File: config.mk
export PLATFORM = sky130hd
export DESIGN_NAME = keyword_substitution_cipher
export DESIGN_NICKNAME = d
export VERILOG_FILES = /design/src/hw/rtl/kws_pkg.sv /design/src/hw/rtl/kws_ram.sv /design/src/hw/rtl/kws_sched.sv /design/src/hw/rtl/kws_lookup.sv /design/src/hw/rtl/keyword_substitution_cipher.sv
export SDC_FILE = /design/constraint.sdc
export NUM_CORES = 1
export LEC_CHECK = 0
export ABC_AREA = 1
export BUFFER_PORTS_ARGS = -buffer_cell sky130_fd_sc_hd__buf_2
export CORE_MARGIN = 2
export CORE_UTILIZATION = 57
export DETAILED_ROUTE_END_ITERATION = 12
export GPL_TIMING_DRIVEN = 1
export HOLD_SLACK_MARGIN = 0.15
export MAX_ROUTING_LAYER = met4
export PLACE_DENSITY = 0.87
export SYNTH_ARGS = -nofsm -noshare
export SYNTH_HDL_FRONTEND = slang
export SYNTH_SLANG_ARGS = --single-unit
File: constraint.sdc
create_clock -name clk -period 3 [get_ports clk]
set_input_delay 0 -clock clk [delete_from_list [all_inputs] [get_ports clk]]
set_output_delay 0 -clock clk [all_outputs]
set_load 0.1 [all_outputs]
File: src/hw/rtl/kws_pkg.sv
// shared types, constants and helpers for the keyword substitution cipher
// no dependencies; imported by kws_sched, kws_lookup and the top level
`default_nettype none

package kws_pkg;

  localparam int AlphaCount = 26;
  localparam int IdxW       = $clog2(AlphaCount);

  localparam logic [7:0] LetterA = 8'h61;
  localparam logic [7:0] LetterZ = 8'h7A;

  typedef logic [IdxW-1:0]       idx_t;
  typedef logic [AlphaCount-1:0] alpha_t;

  typedef enum logic [1:0] {
    REQ_KEY = 2'd0,
    REQ_ENC = 2'd1,
    REQ_DEC = 2'd2
  } req_t;

  typedef enum logic [2:0] {
    ST_IDLE,
    ST_FILL,
    ST_DRAIN,
    ST_INV,
    ST_INV_WB
  } state_t;

  // one ram write port
  typedef struct packed {
    logic we;
    idx_t addr;
    idx_t data;
  } wr_t;

  // one ram read port
  typedef struct packed {
    logic re;
    idx_t addr;
  } rd_t;

  function automatic logic is_lower(input logic [7:0] c);
    return (c >= LetterA) && (c <= LetterZ);
  endfunction

  function automatic idx_t letter_idx(input logic [7:0] c);
    logic [7:0] d;
    d = c - LetterA;
    return d[IdxW-1:0];
  endfunction

endpackage

`default_nettype wire

File: src/hw/rtl/kws_ram.sv
// generic single-write, single-read synchronous ram with registered read data
// no dependencies
`default_nettype none

module kws_ram #(
  parameter int Width = 5,
  parameter int Depth = 26
) (
  input  wire logic                     clk,
  input  wire logic                     we,
  input  wire logic [$clog2(Depth)-1:0] waddr,
  input  wire logic [Width-1:0]         wdata,
  input  wire logic                     re,
  input  wire logic [$clog2(Depth)-1:0] raddr,
  output logic      [Width-1:0]         rdata
);

  logic [Width-1:0] mem [Depth];
  logic [Width-1:0] rdata_r;

  always_ff @(posedge clk) begin
    if (we) begin
      mem[waddr] <= wdata;
    end
    if (re) begin
      rdata_r <= mem[raddr];
    end
  end

  assign rdata = rdata_r;

endmodule

`default_nettype wire

File: src/hw/rtl/kws_sched.sv
// key schedule: places key letters, appends unused letters, rebuilds the inverse table
// depends on kws_pkg; drives the write ports of both table rams
`default_nettype none

module kws_sched
  import kws_pkg::*;
(
  input  wire logic   clk,
  input  wire logic   rst_n,
  input  wire logic   key_go,
  input  wire logic [7:0] key_char,
  input  wire logic   key_last,
  input  wire logic   lookup_busy,
  input  wire idx_t   cipher_rdata,
  output logic        idle,
  output wr_t         cipher_wr,
  output wr_t         inverse_wr,
  output rd_t         cipher_rd,
  output alpha_t      cipher_valid,
  output alpha_t      inverse_valid
);

  state_t state_r, state_nxt;
  alpha_t used_r, used_nxt;
  idx_t   fill_r, fill_nxt;
  logic   key_open_r, key_open_nxt;
  idx_t   cnt_r, cnt_nxt;
  logic   inv_we_r, inv_we_nxt;
  idx_t   inv_data_r, inv_data_nxt;
  alpha_t cvalid_r, ivalid_r;

  alpha_t used_eff;
  idx_t   fill_eff;
  idx_t   kidx;
  logic   place;
  logic   room;

  localparam idx_t LastIdx = idx_t'(AlphaCount - 1);
  localparam idx_t FullCnt = idx_t'(AlphaCount);

  // a key byte after a finished key starts from an empty alphabet
  assign used_eff = key_open_r ? used_r : '0;
  assign fill_eff = key_open_r ? fill_r : '0;
  assign kidx     = letter_idx(key_char);

  always_comb begin
    state_nxt = state_r;
    unique case (state_r)
      ST_IDLE: begin
        if (key_go && key_last) begin
          state_nxt = ST_FILL;
        end
      end
      ST_FILL: begin
        if (cnt_r == LastIdx) begin
          state_nxt = ST_DRAIN;
        end
      end
      ST_DRAIN: begin
        if (!lookup_busy) begin
          state_nxt = ST_INV;
        end
      end
      ST_INV: begin
        if (cnt_r == LastIdx) begin
          state_nxt = ST_INV_WB;
        end
      end
      ST_INV_WB: begin
        state_nxt = ST_IDLE;
      end
      default: begin
        state_nxt = ST_IDLE;
      end
    endcase
  end

  always_comb begin
    used_nxt     = used_r;
    fill_nxt     = fill_r;
    key_open_nxt = key_open_r;
    cnt_nxt      = cnt_r;
    inv_we_nxt   = 1'b0;
    inv_data_nxt = inv_data_r;
    cipher_wr    = '0;
    cipher_rd    = '0;
    place        = 1'b0;
    room         = 1'b0;
    unique case (state_r)
      ST_IDLE: begin
        cnt_nxt = '0;
        if (key_go) begin
          place        = is_lower(key_char) && !used_eff[kidx];
          room         = fill_eff < FullCnt;
          cipher_wr.we   = place && room;
          cipher_wr.addr = fill_eff;
          cipher_wr.data = kidx;
          used_nxt     = place ? (used_eff | (alpha_t'(1) << kidx)) : used_eff;
          fill_nxt     = (place && room) ? fill_eff + idx_t'(1) : fill_eff;
          key_open_nxt = !key_last;
        end
      end
      ST_FILL: begin
        place          = !used_r[cnt_r];
        room           = fill_r < FullCnt;
        cipher_wr.we   = place && room;
        cipher_wr.addr = fill_r;
        cipher_wr.data = cnt_r;
        fill_nxt       = (place && room) ? fill_r + idx_t'(1) : fill_r;
        cnt_nxt        = (cnt_r == LastIdx) ? '0 : cnt_r + idx_t'(1);
      end
      ST_DRAIN: begin
        cnt_nxt = '0;
      end
      ST_INV: begin
        // read cipher entry now, write its inverse next cycle
        cipher_rd.re   = 1'b1;
        cipher_rd.addr = cnt_r;
        inv_we_nxt     = 1'b1;
        inv_data_nxt   = cnt_r;
        cnt_nxt        = (cnt_r == LastIdx) ? '0 : cnt_r + idx_t'(1);
      end
      ST_INV_WB: begin
        cnt_nxt = '0;
      end
      default: begin
        cnt_nxt = '0;
      end
    endcase
  end

  assign inverse_wr.we   = inv_we_r;
  assign inverse_wr.addr = cipher_rdata;
  assign inverse_wr.data = inv_data_r;

  always_ff @(posedge clk) begin
    if (!rst_n) begin
      state_r    <= ST_IDLE;
      used_r     <= '0;
      fill_r     <= '0;
      key_open_r <= 1'b0;
      cnt_r      <= '0;
      inv_we_r   <= 1'b0;
      cvalid_r   <= '0;
      ivalid_r   <= '0;
    end else begin
      state_r    <= state_nxt;
      used_r     <= used_nxt;
      fill_r     <= fill_nxt;
      key_open_r <= key_open_nxt;
      cnt_r      <= cnt_nxt;
      inv_we_r   <= inv_we_nxt;
      if (cipher_wr.we) begin
        cvalid_r[cipher_wr.addr] <= 1'b1;
      end
      if (inverse_wr.we) begin
        ivalid_r[inverse_wr.addr] <= 1'b1;
      end
    end
  end

  always_ff @(posedge clk) begin
    inv_data_r <= inv_data_nxt;
  end

  assign idle          = (state_r == ST_IDLE);
  assign cipher_valid  = cvalid_r;
  assign inverse_valid = ivalid_r;

endmodule

`default_nettype wire

File: src/hw/rtl/kws_lookup.sv
// encrypt/decrypt path: table read stage followed by the output register
// depends on kws_pkg; reads both table rams through the top level
`default_nettype none

module kws_lookup
  import kws_pkg::*;
(
  input  wire logic       clk,
  input  wire logic       rst_n,
  input  wire logic       issue,
  input  wire logic       issue_dec,
  input  wire logic [7:0] issue_char,
  input  wire alpha_t     cipher_valid,
  input  wire alpha_t     inverse_valid,
  input  wire idx_t       cipher_rdata,
  input  wire idx_t       inverse_rdata,
  output rd_t             table_rd,
  output logic            busy,
  output logic            can_issue,
  output logic            out_tvalid,
  input  wire logic       out_tready,
  output logic [7:0]      out_tdata
);

  logic       p_valid_r, p_valid_nxt;
  logic [7:0] p_char_r;
  logic       p_lower_r;
  logic       p_dec_r;
  logic       p_ok_r;
  idx_t       p_idx_r;
  logic       out_valid_r, out_valid_nxt;
  logic [7:0] out_char_r;

  logic       p_move;
  logic       lower;
  idx_t       idx;
  idx_t       mapped;
  logic [7:0] result;

  assign lower = is_lower(issue_char);
  assign idx   = letter_idx(issue_char);

  assign table_rd.re   = issue && lower;
  assign table_rd.addr = idx;

  assign p_move    = !out_valid_r || out_tready;
  assign can_issue = !p_valid_r || p_move;
  assign busy      = p_valid_r;

  // entries never written are read as the identity mapping, by way of the valid bits
  always_comb begin
    if (!p_ok_r) begin
      mapped = p_idx_r;
    end else if (p_dec_r) begin
      mapped = inverse_rdata;
    end else begin
      mapped = cipher_rdata;
    end
    result = p_lower_r ? (LetterA + {{(8-IdxW){1'b0}}, mapped}) : p_char_r;
  end

  assign p_valid_nxt   = issue ? 1'b1 : (p_move ? 1'b0 : p_valid_r);
  assign out_valid_nxt = p_move ? p_valid_r : out_valid_r;

  always_ff @(posedge clk) begin
    if (!rst_n) begin
      p_valid_r   <= 1'b0;
      out_valid_r <= 1'b0;
    end else begin
      p_valid_r   <= p_valid_nxt;
      out_valid_r <= out_valid_nxt;
    end
  end

  always_ff @(posedge clk) begin
    if (issue) begin
      p_char_r  <= issue_char;
      p_lower_r <= lower;
      p_dec_r   <= issue_dec;
      p_idx_r   <= idx;
      p_ok_r    <= issue_dec ? inverse_valid[idx] : cipher_valid[idx];
    end
    if (p_valid_r && p_move) begin
      out_char_r <= result;
    end
  end

  assign out_tvalid = out_valid_r;
  assign out_tdata  = out_char_r;

endmodule

`default_nettype wire

File: src/hw/rtl/keyword_substitution_cipher.sv
// top level of the keyword substitution cipher: stream ports, table rams, schedule, lookup
// depends on kws_pkg, kws_ram, kws_sched and kws_lookup
`default_nettype none

// Byte stream cipher with a keyword-built alphabet. Each input transaction carries a
// byte in in_tdata and a request kind in in_tuser (key, encrypt, decrypt; the fourth
// code is accepted and dropped). Encrypt and decrypt bytes are taken one per cycle
// while in_tready is high and each yields one output transaction through the table
// read stage and the output register; lowercase letters map through the cipher or
// inverse table, every other byte comes back unchanged. Key bytes are also taken one
// per cycle while in_tready is high and give no output. The key byte with in_tlast
// set finishes the key: in_tready then stays low while the unused-letter slots are
// swept, the lookup stage drains and the inverse table is rebuilt one entry per cycle
// through the cipher ram's single read port, the last entry written back at the end.
// Both tables come out of reset as the identity mapping; no clearing pass is needed.
module keyword_substitution_cipher
  import kws_pkg::*;
(
  input  wire logic       clk,
  input  wire logic       rst_n,
  input  wire logic       in_tvalid,
  output logic            in_tready,
  input  wire logic [7:0] in_tdata,   // [7:0] in_char
  input  wire logic [1:0] in_tuser,   // [1:0] req_type
  input  wire logic       in_tlast,   // key_last
  output logic            out_tvalid,
  input  wire logic       out_tready,
  output logic [7:0]      out_tdata   // [7:0] out_char
);

  logic   accept;
  logic   key_go;
  logic   issue;
  logic   sched_idle;
  logic   can_issue;
  logic   lookup_busy;
  req_t   req;
  wr_t    cipher_wr, inverse_wr;
  rd_t    sched_rd, lookup_rd, cipher_rd;
  alpha_t cipher_valid, inverse_valid;
  idx_t   cipher_rdata, inverse_rdata;

  assign req       = req_t'(in_tuser);
  assign in_tready = sched_idle && can_issue;
  assign accept    = in_tvalid && in_tready;
  assign key_go    = accept && (req == REQ_KEY);
  assign issue     = accept && ((req == REQ_ENC) || (req == REQ_DEC));

  // schedule reads the cipher ram only while no lookup can be issued
  assign cipher_rd = sched_rd.re ? sched_rd : lookup_rd;

  kws_ram #(
    .Width (IdxW),
    .Depth (AlphaCount)
  ) u_cipher_ram (
    .clk   (clk),
    .we    (cipher_wr.we),
    .waddr (cipher_wr.addr),
    .wdata (cipher_wr.data),
    .re    (cipher_rd.re),
    .raddr (cipher_rd.addr),
    .rdata (cipher_rdata)
  );

  kws_ram #(
    .Width (IdxW),
    .Depth (AlphaCount)
  ) u_inverse_ram (
    .clk   (clk),
    .we    (inverse_wr.we),
    .waddr (inverse_wr.addr),
    .wdata (inverse_wr.data),
    .re    (lookup_rd.re),
    .raddr (lookup_rd.addr),
    .rdata (inverse_rdata)
  );

  kws_sched u_sched (
    .clk           (clk),
    .rst_n         (rst_n),
    .key_go        (key_go),
    .key_char      (in_tdata),
    .key_last      (in_tlast),
    .lookup_busy   (lookup_busy),
    .cipher_rdata  (cipher_rdata),
    .idle          (sched_idle),
    .cipher_wr     (cipher_wr),
    .inverse_wr    (inverse_wr),
    .cipher_rd     (sched_rd),
    .cipher_valid  (cipher_valid),
    .inverse_valid (inverse_valid)
  );

  kws_lookup u_lookup (
    .clk           (clk),
    .rst_n         (rst_n),
    .issue         (issue),
    .issue_dec     (req == REQ_DEC),
    .issue_char    (in_tdata),
    .cipher_valid  (cipher_valid),
    .inverse_valid (inverse_valid),
    .cipher_rdata  (cipher_rdata),
    .inverse_rdata (inverse_rdata),
    .table_rd      (lookup_rd),
    .busy          (lookup_busy),
    .can_issue     (can_issue),
    .out_tvalid    (out_tvalid),
    .out_tready    (out_tready),
    .out_tdata     (out_tdata)
  );

endmodule

`default_nettype wire
## Yosys cells after proc, flatten, opt, wreduce, memory -nomap -nowiden

Memory sizes are Yosys's and may differ from the RTL's. A register that Yosys moved wholly into a read port is not among the register bits.
Index checks and enable logic that the tools add are counted.

- $add $sub $neg: 5
- Multipliers: 0
- Divide/modulo/power cells: 0
- $lt $le $gt $ge: 10
- Equal/unequal tests: 12
- Shift operators: 1
- Mux-type cells: 39
- Bitwise logic cells: 5
- Reductions and logical operators: 30

Operators by type and width:

| cell | count |
|---|---|
| $or 26x26->26 | 3 |
| $mux 26 | 2 |
| $mux 5 | 6 |
| $shl 1x5->26 const A | 1 |
| $lt 5x6->1 const B | 4 |
| $pmux 11 s2 | 1 |
| $bmux 1 s5 | 4 |
| $add 5x1->5 const B | 3 |
| $mux 1 | 14 |
| $logic_and 1x1->1 | 13 |
| $mux 3 | 4 |
| $mux 6 | 2 |
| $pmux 3 s4 | 1 |
| $mux 11 | 1 |
| $demux 1 s5 | 2 |
| $ge 5x1->1 const B | 2 |
| $lt 5x5->1 const B | 2 |
| $ne 2x1->1 const B | 5 |
| $pmux 5 s2 | 1 |
| $add 7x5->8 const A | 1 |
| $ge 8x7->1 const B | 1 |
| $le 8x7->1 const B | 1 |
| $mux 8 | 1 |
| $eq 3x2->1 const B | 2 |
| other kinds (17) | 25 |

- Flip-flop bits (word level): 124
- Bits in latches: 0
- Memory bits (writable): 260
- ROM bits: 0
- Input bits: 15
- Output and inout port bits: 10
- Memories kept: 2

Memories:

| name | words | bits a word | read ports | clocked after memory_dff | write ports | line | RTL |
|---|---|---|---|---|---|---|---|
| u_cipher_ram.mem | 26 | 5 | 1 | 1 | 1 | kws_ram.sv:18 | `logic [Width-1:0] mem [Depth];` |
| u_inverse_ram.mem | 26 | 5 | 1 | 1 | 1 | kws_ram.sv:18 |  |

## Logic depth before layout (Yosys ltp)

Gate-level depths: netlist of the first run.

- Word-level depth: 13
- Gate-level depth with buffers: 20
- Depth with buffers taken out: 16

## Modules after synthesis

From an unflattened synthesis of the first run, not the netlist that was laid out.

- Cells, all modules: 2069
- Area total of the unflattened synthesis: 18864.3 um^2

Modules (own cells, without submodules):

| module | times used | cells each | area each (um^2) | seq. area each (um^2) |
|---|---|---|---|---|
| kws_ram | 2 | 516 | 5713.0 | 4053.9 |
| kws_sched | 1 | 750 | 5489.0 | 2011.9 |
| kws_lookup | 1 | 259 | 1823.0 | 760.7 |
| keyword_substitution_cipher | 1 | 28 | 126.4 | 0.0 |

## Least setup slack after synthesis of the first run

Ideal clock, no wire load.

- Path type: reg2reg
- Start point: register u_lookup.out_valid_r (netlist: u_lookup.out_tvalid)
- End point: memory u_cipher_ram.mem[2][0] (enable)
- Setup time: 0.375 ns
- Arrival time: 2.714 ns
- Data required time: 2.625 ns
- Path slack: -0.089 ns
- Stages on the path, launching flop included: 11
- Clock period less this slack: 3.089 ns
- Cells stage by stage: dfxtp_1 -> nand2_1 -> nor2_1 -> nor2_4 -> nand3_4 -> o21ai_2 -> nand2_1 -> inv_2 -> nand2_2 -> buf_6 -> nor3b_1

- Word-level cells in the longest chain between the ends: 10

Ends and longest elaborated chain:

| what | line | RTL |
|---|---|---|
| start: declaration | kws_lookup.sv:31 | `logic out_valid_r, out_valid_nxt;` |
| start signal: assignment | kws_lookup.sv:71 | `out_valid_r <= out_valid_nxt;` |
| $logic_not 1->1 * | kws_lookup.sv:46 | `assign p_move = !out_valid_r \|\| out_tready;` |
| $logic_or 1x1->1 * | kws_lookup.sv:46 |  |
| $logic_or 1x1->1 * | kws_lookup.sv:47 | `assign can_issue = !p_valid_r \|\| p_move;` |
| $logic_and 1x1->1 * | keyword_substitution_cipher.sv:44 | `assign in_tready = sched_idle && can_issue;` |
| named net in_tready | keyword_substitution_cipher.sv:22 | `output logic in_tready,` |
| $logic_and 1x1->1 * | keyword_substitution_cipher.sv:45 | `assign accept = in_tvalid && in_tready;` |
| $logic_and 1x1->1 * | keyword_substitution_cipher.sv:46 | `assign key_go = accept && (req == REQ_KEY);` |
| $mux 11 * | kws_sched.sv:92 | `if (key_go) begin` |
| $pmux 11 s2 * | kws_sched.sv:89 | `unique case (state_r)` |
| $mux 1 | kws_ram.sv:22 | `if (we) begin` |
| $mux 1 (not written as such) | kws_ram.sv:23 | `mem[waddr] <= wdata;` |
| end: declaration | kws_ram.sv:18 |  |

The timed path passes the listed nets; every way through them passes the cells marked *.

## Worst setup path after layout of the first run

- Start point: register u_sched.cnt_r[0]
- End point: register u_sched.fill_r[2]

- Word-level cells in the longest chain between the ends: 6

Ends and longest elaborated chain:

| what | line | RTL |
|---|---|---|
| start: declaration | kws_sched.sv:27 | `idx_t cnt_r, cnt_nxt;` |
| start signal: assignment | kws_sched.sv:151 | `cnt_r <= cnt_nxt;` |
| $bmux 1 s5 | kws_sched.sv:104 | `place = !used_r[cnt_r];` |
| $mux 1 (not written as such) | kws_sched.sv:104 |  |
| $logic_not 1->1 | kws_sched.sv:104 |  |
| $logic_and 1x1->1 | kws_sched.sv:109 | `fill_nxt = (place && room) ? fill_r + idx_t'(1) : fill_r;` |
| $ne 2x1->1 (no source line) | - |  |
| $reduce_and 3->1 (no source line) | - |  |
| end signal: assignment | kws_sched.sv:149 | `fill_r <= fill_nxt;` |
| end: declaration | kws_sched.sv:25 | `idx_t fill_r, fill_nxt;` |

Every way passes these cells. The select of a mux whose other input is x is not followed.
A chain may end at the register's enable or synchronous reset.

==> results_dict.tcl, run 1 <==
set metrics [dict create \
    outcome "complete, but fails checks" \
    violations "design-rule violations" \
    synth_nets 1772 \
    path_delay_family "buffers and inverters" \
    post-place-ws_ns 0.434 \
    critPathRequiredTime_ns 3.42 \
    cts_sinks 394 \
    layout_setup_ws_ns 0.190 \
    ys_async_sr_fraction 0 \
    place_inst 2131 \
    cp_slowest_cell "dlygate4sd3_1" \
    numCtsBuffers 39 \
    die_w_um 178 \
    hold_viol 0 \
    drv_slew 0 \
    crit_type "reg2reg" \
    fin_tns_setup_ns 0 \
    antenna_found_initial 0 \
    synth_seq_cells 394 \
    peakVddDrop_mv 0.544 \
    layout_common_cells "351 x nor2_1, 299 x edfxtp_1, 221 x nand2_1" \
    synth_warnings 0 \
    rows 63 \
    leakage_nw 6.88 \
    start_util 0.581 \
    synth_simple_gate_area_frac 0.175 \
    fmax_ghz 0.356 \
    worstMarginPinSlew_ns 1.09 \
    globalplace.congestion 0.995 \
    finalCriticalPeriod_ns 2.81 \
    drc 2 \
    hp-class "in2reg" \
    multi_input_area_mm2 0.00557 \
    slew_headroom 0.276 \
    synth_xor_area_frac 0.00361 \
    nFillCells 2103 \
    netlist-cell-type-count 48 \
    synth_edf_count 299 \
    track_usage 0.295 \
    cp_max_fo 23 \
    nets 1825 \
    synth_top_family_by_area "simple AND/OR/NAND/NOR gates" \
    hold_slack_ns 0.194 \
    netlist_area_mm2 0.0173 \
    final_cells 2218 \
    postPlaceCellArea_mm2 0.0180 \
    drtIter0Drc 1981 \
    crit_chain "buf_6 > nor2_1 > nor2_1 > o21ai_0 > nand2_1 > nand2_1 > nand2_1 > inv_1 > nand2_1 > nand2_1 > nand3_1 > buf_4 > nand2_1 > o21ai_0 > a21oi_1 > dlygate4sd3_1" \
    io_pins 25 \
    utilization 0.652 \
    grt_pass1_vias 13300 \
    syn_avg_cell_area_um2 9.92 \
    syn-instance-count 1745 \
    cts.path.max_buffers 3 \
    yosysSeqAreaShare 0.628 \
    path_clk_slew_ns 0.06 \
    cts_root_buffer "clkbuf_16" \
    crit_top_cell "nand2_1" \
    cp-start-kind "flop" \
    die_y_um 178 \
    fin_crit_sh 0.937 \
    via_count 13800 \
    finalWirelength_mm 45.5 \
    antenna_cells 0 \
    h-tree-depth 2 \
    ant_nets 0 \
    overflow 0 \
    clk_latency_ns 0.54 \
    drive_above_1_share 0.111 \
    yosys_most_used_dff "edfxtp_1" \
    power_density_mw_per_mm2 685 \
    wire_per_inst_um 20.5 \
    grt_pass1_wl_mm 70.7 \
    finalClockSkew_ns 0.0228 \
    core_mm2 0.0298 \
    synth_compound_area_frac 0.133 \
    crit_path_end_kind "flop" \
    drv_cap 0 \
    synth_fa_ha_area_frac 0.00867 \
    avgViaCountPerCell 6.22 \
    path_buf_inv 4 \
    grt_max_degree 81 \
    rsz0062_at_grt "false" \
    power_mw 13.3 \
    port_buffers 24 \
    area_growth_pct 12.3 \
    synthMuxAreaShare 0 \
    dr.pass1.iters 13 \
    final-setup-viol-count 0 \
    cts_tree "done" \
    regArea_mm2 0.0109 \
    die_area_mm2 0.0318 \
    layout_commonest_cell "nor2_1" \
    slowest_delay_ns 0.55 \
    place_hpwl_mm 28.2 \
    fin_area_mm2 0.0194 \
    cp_data_arrival_time_ns 3.23 \
]
## metal layers
layer,vias to the layer above,wire length (um),global-route usage
li1,6179,-,-
met1,6365,16700,0.377
met2,1049,21700,0.475
met3,201,5340,0.0477
met4,0,1840,0.122
met5,-,0,-
## power by group
group	leakage (nW)	internal [mW]	total [mW]	switching, mW
clock network	0.618	2.68	4.72	2.04
registers	3.49	6.10	6.30	0.202
logic	2.77	0.638	2.29	1.65
## worst reg2reg max path, stage by stage (launching register included)
cell           delay (ns)
dfxtp_2              0.42
buf_6                0.22
nor2_1               0.06
nor2_1               0.08
o21ai_0              0.09
nand2_1              0.10
nand2_1              0.07
nand2_1              0.07
inv_1                0.03
nand2_1              0.06
nand2_1              0.04
nand3_1              0.16
buf_4                0.32
nand2_1              0.19
o21ai_0              0.19
a21oi_1              0.05
dlygate4sd3_1        0.55
## cells by family (layout without fill, tap and decap cells)
group                      count (synthesis)  count (layout)
AOI/OAI and AO/OA                        400             400
DFF                                      394             394
buffers and inverters                    211             294
and+or+nand+nor                          723             723
adders and majority gates                 12              12
xor gates and xnor gates                   5               5
## timing repair
action                     CTS  global route
resized for setup            0             2
setup endpoints to repair    0             1
hold endpoints to repair    63             0
hold buffers                16             0
setup buffers                0             0
## area by class of cell
| type | instances | share of cell area |
|---|---|---|
| sequential | 394 | 0.560 |
| multi-input combinational | 1140 | 0.287 |
| clock buffer | 55 | 0.0590 |
| timing repair buffer | 107 | 0.0419 |
| tap | 390 | 0.0251 |
| inverter | 116 | 0.0227 |
| clock inverter | 16 | 0.00496 |
## cell usage after synthesis (8+ instances only)
master,count,area share
nand2_2,8,0.0029
o221ai_1,18,0.0091
o21bai_1,8,0.0035
buf_2,23,0.0066
buf_6,8,0.0052
a22oi_1,10,0.0043
a21oi_1,73,0.021
o22ai_1,43,0.016
nand2_1,222,0.048
clkbuf_1,54,0.012
edfxtp_1,299,0.52
inv_2,8,0.0017
o21ai_0,195,0.056
nor3_1,18,0.0052
inv_1,105,0.023
nand3_1,92,0.027
nor2_1,352,0.076
dfxtp_1,95,0.11
ha_1,12,0.0087
o211ai_1,32,0.014
## flip-flops by register name (all words and copies together), names as in the netlist
signal / flops
u_cipher_ram.mem: 130
u_sched.fill_r: 5
u_sched.inverse_valid: 26
u_lookup.out_tdata: 8
u_lookup.p_idx_r: 5
u_sched.state_r: 3
u_inverse_ram.rdata: 5
u_cipher_ram.rdata: 5
u_lookup.p_dec_r: 1
u_lookup.p_char_r: 8
u_sched.inv_data_r: 5
u_sched.cipher_valid: 26
u_lookup.p_lower_r: 1
u_sched.cnt_r: 5
u_inverse_ram.mem: 130
u_sched.inv_we_r: 1
u_lookup.p_ok_r: 1
u_sched.key_open_r: 1
u_lookup.busy: 1
u_lookup.out_tvalid: 1
u_sched.used_r: 26
## worst paths after layout
path,start,endpoint,slack (ns),depth (start not counted)
setup / recovery,u_sched.cnt_r[0],u_sched.fill_r[2],0.19,16
hold / removal,in_tdata[7],u_lookup.p_char_r[7],0.19,2
setup reg to reg,u_sched.cnt_r[0],u_sched.fill_r[2],0.19,16
hold reg to reg,u_sched.cipher_valid[0],u_sched.cipher_valid[0],0.47,2
Note: power is estimated with default switching activity, not from simulation.
==> run 2, diff against run 1 <==
Settings changed: CORE_UTILIZATION 57 to 40, PLACE_DENSITY 0.87 to 0.68.
==> results_dict.tcl, run 2 (synthesized netlist as in run 1, its figures left out) <==
set metrics [dict create \
    multi_input_area_mm2 0.00557 \
    cp_max_fo 23 \
    port_buffers 24 \
    hp-class "in2reg" \
    intPower_mw 9.33 \
    drv_slew 0 \
    path_clk_slew_ns 0.06 \
    finalClockSkew_ns 0.0239 \
    drive_above_1_share 0.0971 \
    nets 1800 \
    wire_per_inst_um 18.4 \
    met2WireLength_mm 20.5 \
    reg_top3 "u_cipher_ram.mem x130, u_inverse_ram.mem x130" \
    cts_root_buffer "clkbuf_16" \
    h-tree-depth 2 \
    cp_data_arrival_time_ns 3.29 \
    drv_cap 0 \
    top_layer_used "met4" \
    power.share.clock 0.354 \
    drt-met1-wl_mm 19.3 \
    overflow 0 \
    nFillCells 3971 \
    die_area_mm2 0.0450 \
    via_count 12900 \
    globalplace.congestion 0.974 \
    crit_path_end_kind "flop" \
    place_hpwl_mm 28.2 \
    dr.pass1.iters 7 \
    slowest_delay_ns 0.60 \
    post-place-ws_ns 0.278 \
    antenna_cells 0 \
    crit_type "reg2reg" \
    cts.path.max_buffers 3 \
    finalWirelength_mm 43.9 \
    ant_nets 0 \
    critPathRequiredTime_ns 3.42 \
    peakVddDrop_mv 0.641 \
    fin_area_mm2 0.0195 \
    utilization 0.454 \
    cts_sinks 394 \
    cp-start-kind "flop" \
    switchingPower_mw 3.83 \
    clk_latency_ns 0.55 \
    layout_common_cells "351 x nor2_1, 299 x edfxtp_1, 221 x nand2_1" \
    antenna_found_initial 0 \
    layout_commonest_cell "nor2_1" \
    avgViaCountPerCell 5.41 \
    io_pins 25 \
    worstMarginPinSlew_ns 1.09 \
    numCtsBuffers 39 \
    die_w_um 212 \
    track_usage 0.201 \
    fin_crit_sh 0.958 \
    final-setup-viol-count 0 \
    power_mw 13.2 \
    crit_chain "inv_2 > nor2_1 > o21ai_0 > nand3_1 > nand3_1 > nand2_1 > nand2_1 > nand3_1 > buf_4 > nand2_1 > o21ai_0 > a21oi_1 > dlygate4sd3_1" \
    cp_slowest_cell "dfxtp_1" \
    drtIter0Drc 1346 \
    area_growth_pct 12.5 \
    start_util 0.404 \
    die_y_um 212 \
    grt_pass1_vias 12300 \
    outcome "finished, final reports clean" \
    rsz0062_at_grt "false" \
    grt_pass1_wl_mm 68.8 \
    leakage_nw 6.73 \
    cts_tree "done" \
    rows 76 \
    core_mm2 0.0429 \
    finalCriticalPeriod_ns 2.87 \
    route.met3.wl_mm 3.01 \
    hold_viol 0 \
    slew_headroom 0.271 \
    cts_resized 0 \
    pwr-share-seq 0.477 \
    comb_power_share 0.168 \
    fmax_ghz 0.348 \
    postPlaceCellArea_mm2 0.0181 \
    grt_max_degree 110 \
    p_sw_frac 0.291 \
    layout_setup_ws_ns 0.127 \
    regArea_mm2 0.0109 \
    power_density_mw_per_mm2 675 \
    drc 0 \
]
-- run 2: cell types whose count changed in the layout (fill, tap and decap cells not counted), sizes merged --
cell | before | now
inv | 117 | 116
buf | 91 | 67
bufinv | 0 | 1
clkinv | 14 | 12
clkinvlp | 1 | 3
dlygate4sd3 | 16 | 15
-- run 2: what timing repair did --
| action | 4_1_cts | 5_1_grt |
|---|---|---|
| setup buffers | 0 | 0 |
| hold endpoints to repair | 64 | 0 |
| hold buffers | 15 | 0 |
-- run 2: metrics by stage --
step                setup TNS (ns)  cells  hold WS, ns
CTS                              0   2388        0.168
global route                     0   2388        0.171
global placement                 0   2302        0.192
floorplan                    -8.04   1745       0.0989
detailed placement               0   2302        0.194
finish                           0   2388        0.182
-- run 2: per-layer routing --
metal | GRT usage | up-vias
li1 | - | 6125
met1 | 0.275 | 6185
met2 | 0.313 | 501
met3 | 0.0273 | 98
met4 | 0.0568 | 0
met5 | - | -
-- run 2: worst max-delay path: cells and delay by family (launching register included) --
kind	cells	cell delay, ns
AO/OA/AOI/OAI	3	0.31
buffers and inverters	3	1.03
flip-flops	1	0.60
AND/OR/NAND/NOR	7	0.82
-- run 2: power groups by stage --
stage	clock network (mW)	logic, mW	registers, mW
3_3_place_gp	0	2.14	6.38
2_1_floorplan	0	1.50	6.37
5_1_grt	4.96	2.44	6.30
3_5_place_dp	0	2.17	6.39
6_report	4.66	2.22	6.28
4_1_cts	4.73	2.20	6.27
-- run 2: layout make-up --
cell class,instances,share of cell area
Clock buffer,55,0.0552
Clock inverter,16,0.00719
Inverter,116,0.0226
Multi-Input combinational cell,1140,0.286
Sequential cell,394,0.558
Tap cell,585,0.0376
Timing Repair Buffer,82,0.0331
-- run 2: worst paths after layout --
| check | slack [ns] | to | from | cells after the start |
|---|---|---|---|---|
| worst max-delay path | 0.13 | u_sched.fill_r[4] | u_sched.cnt_r[1] | 13 |
| worst min register to register | 0.45 | u_sched.cipher_valid[0] | u_sched.cipher_valid[0] | 2 |
| worst max register to register | 0.13 | u_sched.fill_r[4] | u_sched.cnt_r[1] | 13 |
| worst min-delay path | 0.18 | u_lookup.p_char_r[7] | in_tdata[7] | 2 |
==> run 3, diff against run 2 <==
Settings changed: ABC_AREA 1 to not set.
==> results_dict.tcl, run 3 <==
set metrics [dict create \
    outcome "finished, final reports clean" \
    post-place-ws_ns 0.105 \
    overflow 0 \
    pwr-share-seq 0.507 \
    intPower_mw 9.13 \
    critPathRequiredTime_ns 3.24 \
    cts_root_buffer "clkbuf_16" \
    globalplace.congestion 0.914 \
    synth_top_cells_by_area "edfxtp_1 55%, mux4_2 12%, dfxtp_1 12%" \
    layout_common_cells "299 x edfxtp_1, 153 x nor2_1, 92 x dfxtp_1" \
    synth_warnings 0 \
    postCtsSetupRepairBufs 0 \
    rsz0062_at_grt "false" \
    drv_slew 0 \
    numCtsBuffers 39 \
    cts.path.max_buffers 3 \
    path_clk_slew_ns 0.07 \
    yosysSeqAreaShare 0.661 \
    core_mm2 0.0407 \
    hp-class "in2reg" \
    ys_async_sr_fraction 0 \
    crit_type "reg2reg" \
    hold_depth 4 \
    power.share.clock 0.427 \
    place_inst 1669 \
    final-setup-viol-count 0 \
    netlist-cell-type-count 64 \
    clk_latency_ns 0.54 \
    reg_top3 "u_cipher_ram.mem x130, u_inverse_ram.mem x130" \
    via_count 9786 \
    r2r-end "u_cipher_ram.mem[8][1]" \
    die_area_mm2 0.0428 \
    synth_edf_count 299 \
    avgViaCountPerCell 5.57 \
    antenna_cells 0 \
    start_util 0.404 \
    layout_commonest_cell "edfxtp_1" \
    die_y_um 207 \
    cts_sinks 394 \
    die_w_um 207 \
    place_hpwl_mm 24.3 \
    syn-instance-count 1100 \
    final_cells 1756 \
    drive_above_1_share 0.264 \
    netlist_area_mm2 0.0165 \
    fmax_ghz 0.352 \
    peakVddDrop_mv 0.319 \
    crit_top_cell "buf_4" \
    finalClockSkew_ns 0.0159 \
    track_usage 0.181 \
    ff2ff_path_depth 10 \
    synth_top_area_share 0.545 \
    yosys_most_used_dff "edfxtp_1" \
    worstMarginPinSlew_ns 1.08 \
    p_sw_frac 0.212 \
    antenna_found_initial 0 \
    rr_startpoint "u_sched.cnt_r[0]" \
    grt_pass1_vias 9664 \
    h-tree-depth 2 \
    slew_headroom 0.272 \
    hold_end "u_lookup.p_ok_r" \
    leakage_nw 6.42 \
    io_pins 25 \
    grt_max_degree 57 \
    synth_nets 1127 \
    switchingPower_mw 2.46 \
    cts_tree "done" \
    hold_start "in_tuser[0]" \
    port_buffers 24 \
    drv_cap 0 \
    cp_max_fo 10 \
    crit_path_end_kind "flop" \
    ff2ff_setup_slack_ns 0.16 \
    hold_viol 0 \
    nFillCells 3458 \
    wire_per_inst_um 21.0 \
    dr.pass1.iters 5 \
    comb_power_share 0.066 \
    synth_top_cell_by_area "edfxtp_1" \
    syn_avg_cell_area_um2 15.0 \
    nets 1221 \
    cp-start-kind "flop" \
    cp_data_arrival_time_ns 3.08 \
    layout_setup_ws_ns 0.163 \
    drtIter0Drc 1157 \
    finalCriticalPeriod_ns 2.84 \
    cp_slowest_cell "mux4_2" \
    power_density_mw_per_mm2 601 \
    path_delay_family "compound AO/OA/AOI/OAI gates" \
    area_growth_pct 17.1 \
    finalWirelength_mm 36.9 \
    synth_seq_cells 394 \
    fin_crit_sh 0.946 \
    synth_common_cells "299 x edfxtp_1, 154 x nor2_1, 95 x dfxtp_1, 90 x mux4_2, 73 x nand2_1" \
    ant_nets 0 \
    path_buf_inv 3 \
    slowest_delay_ns 0.51 \
    drc 0 \
    synth_most_common_cell "edfxtp_1" \
    rows 74 \
    grt_pass1_wl_mm 56.9 \
    crit_chain "buf_4 > mux4_2 > nand2_1 > a21boi_1 > o32a_1 > nor2_1 > buf_4 > o21ai_2 > nor2_1 > buf_4" \
]
run 3: worst min-delay path, cell delays in order:
cell and delay (ns):
buf_2 0.07, inv_1 0.04, ha_1 0.26, mux4_2 0.25
run 3: cell type report:
cell class                 instances  area (um2)  area share
multi-input combinational        622        5410       0.281
tap                              532         666      0.0345
timing repair buffer             118         935      0.0485
inverter                          19        71.3     0.00370
sequential                       394       10900       0.565
clock buffer                      57        1120      0.0584
clock inverter                    14         184     0.00954
run 3: logic make-up after synthesis:
kind of cell / after synthesis / synth area share
flops: 394 / 0.661
simple gates: 316 / 0.0854
mux: 146 / 0.159
compound gates: 136 / 0.0557
buf+inv: 84 / 0.0223
xor+xnor: 12 / 0.00775
fa+ha+maj: 12 / 0.00912
run 3: how the worst max path moves through the flow:
| stage | endpoint | slack, ns | cells after the start | startpoint |
|---|---|---|---|---|
| finish | u_cipher_ram.mem[8][1] | 0.16 | 10 | u_sched.cnt_r[0] |
| global route | u_cipher_ram.rdata[2] | 0.01 | 9 | u_sched.cnt_r[1] |
| CTS | u_cipher_ram.mem[24][0] | 0.09 | 9 | u_sched.cnt_r[0] |
| detailed placement | u_cipher_ram.mem[24][0] | 0.10 | 9 | u_sched.cnt_r[0] |
| global placement | u_cipher_ram.mem[8][1] | 0.15 | 12 | in_tdata[0] |
| floorplan | u_cipher_ram.mem[1][0] | -0.11 | 14 | in_tdata[0] |
run 3: per-layer routing:
metal  track usage  routed length, um  up-vias
li1              -                  -     4422
met2         0.273              16900      359
met5             -                  0        -
met4        0.0593               1040        0
met3        0.0298               2410       62
met1         0.252              16600     4943
run 3: repair_timing:
action,in CTS,in global routing
endpoints found under the setup margin,0,103
endpoints found under the hold margin,68,0
gates resized for setup,0,8
hold buffers,16,0
run 3: per-stage QoR:
step,power (mW),utilization,cell area (um2),TNS [ns],hold slack (ns)
6_report,11.6,0.473,19300,0,0.201
5_1_grt,11.9,0.473,19300,0,0.210
4_1_cts,11.7,0.472,19200,0,0.178
3_5_place_dp,6.73,0.436,17800,0,0.212
3_3_place_gp,6.73,0.436,17800,0,0.211
2_1_floorplan,6.49,-,16600,-2.54,0.0904
run 3: power by group through the flow:
stage	combinational (mW)	sequential, mW	clock [mW]
4_1_cts	0.765	5.87	5.05
3_5_place_dp	0.744	5.99	0
5_1_grt	0.820	5.87	5.23
3_3_place_gp	0.741	5.99	0
2_1_floorplan	0.478	6.01	0
6_report	0.766	5.87	4.94
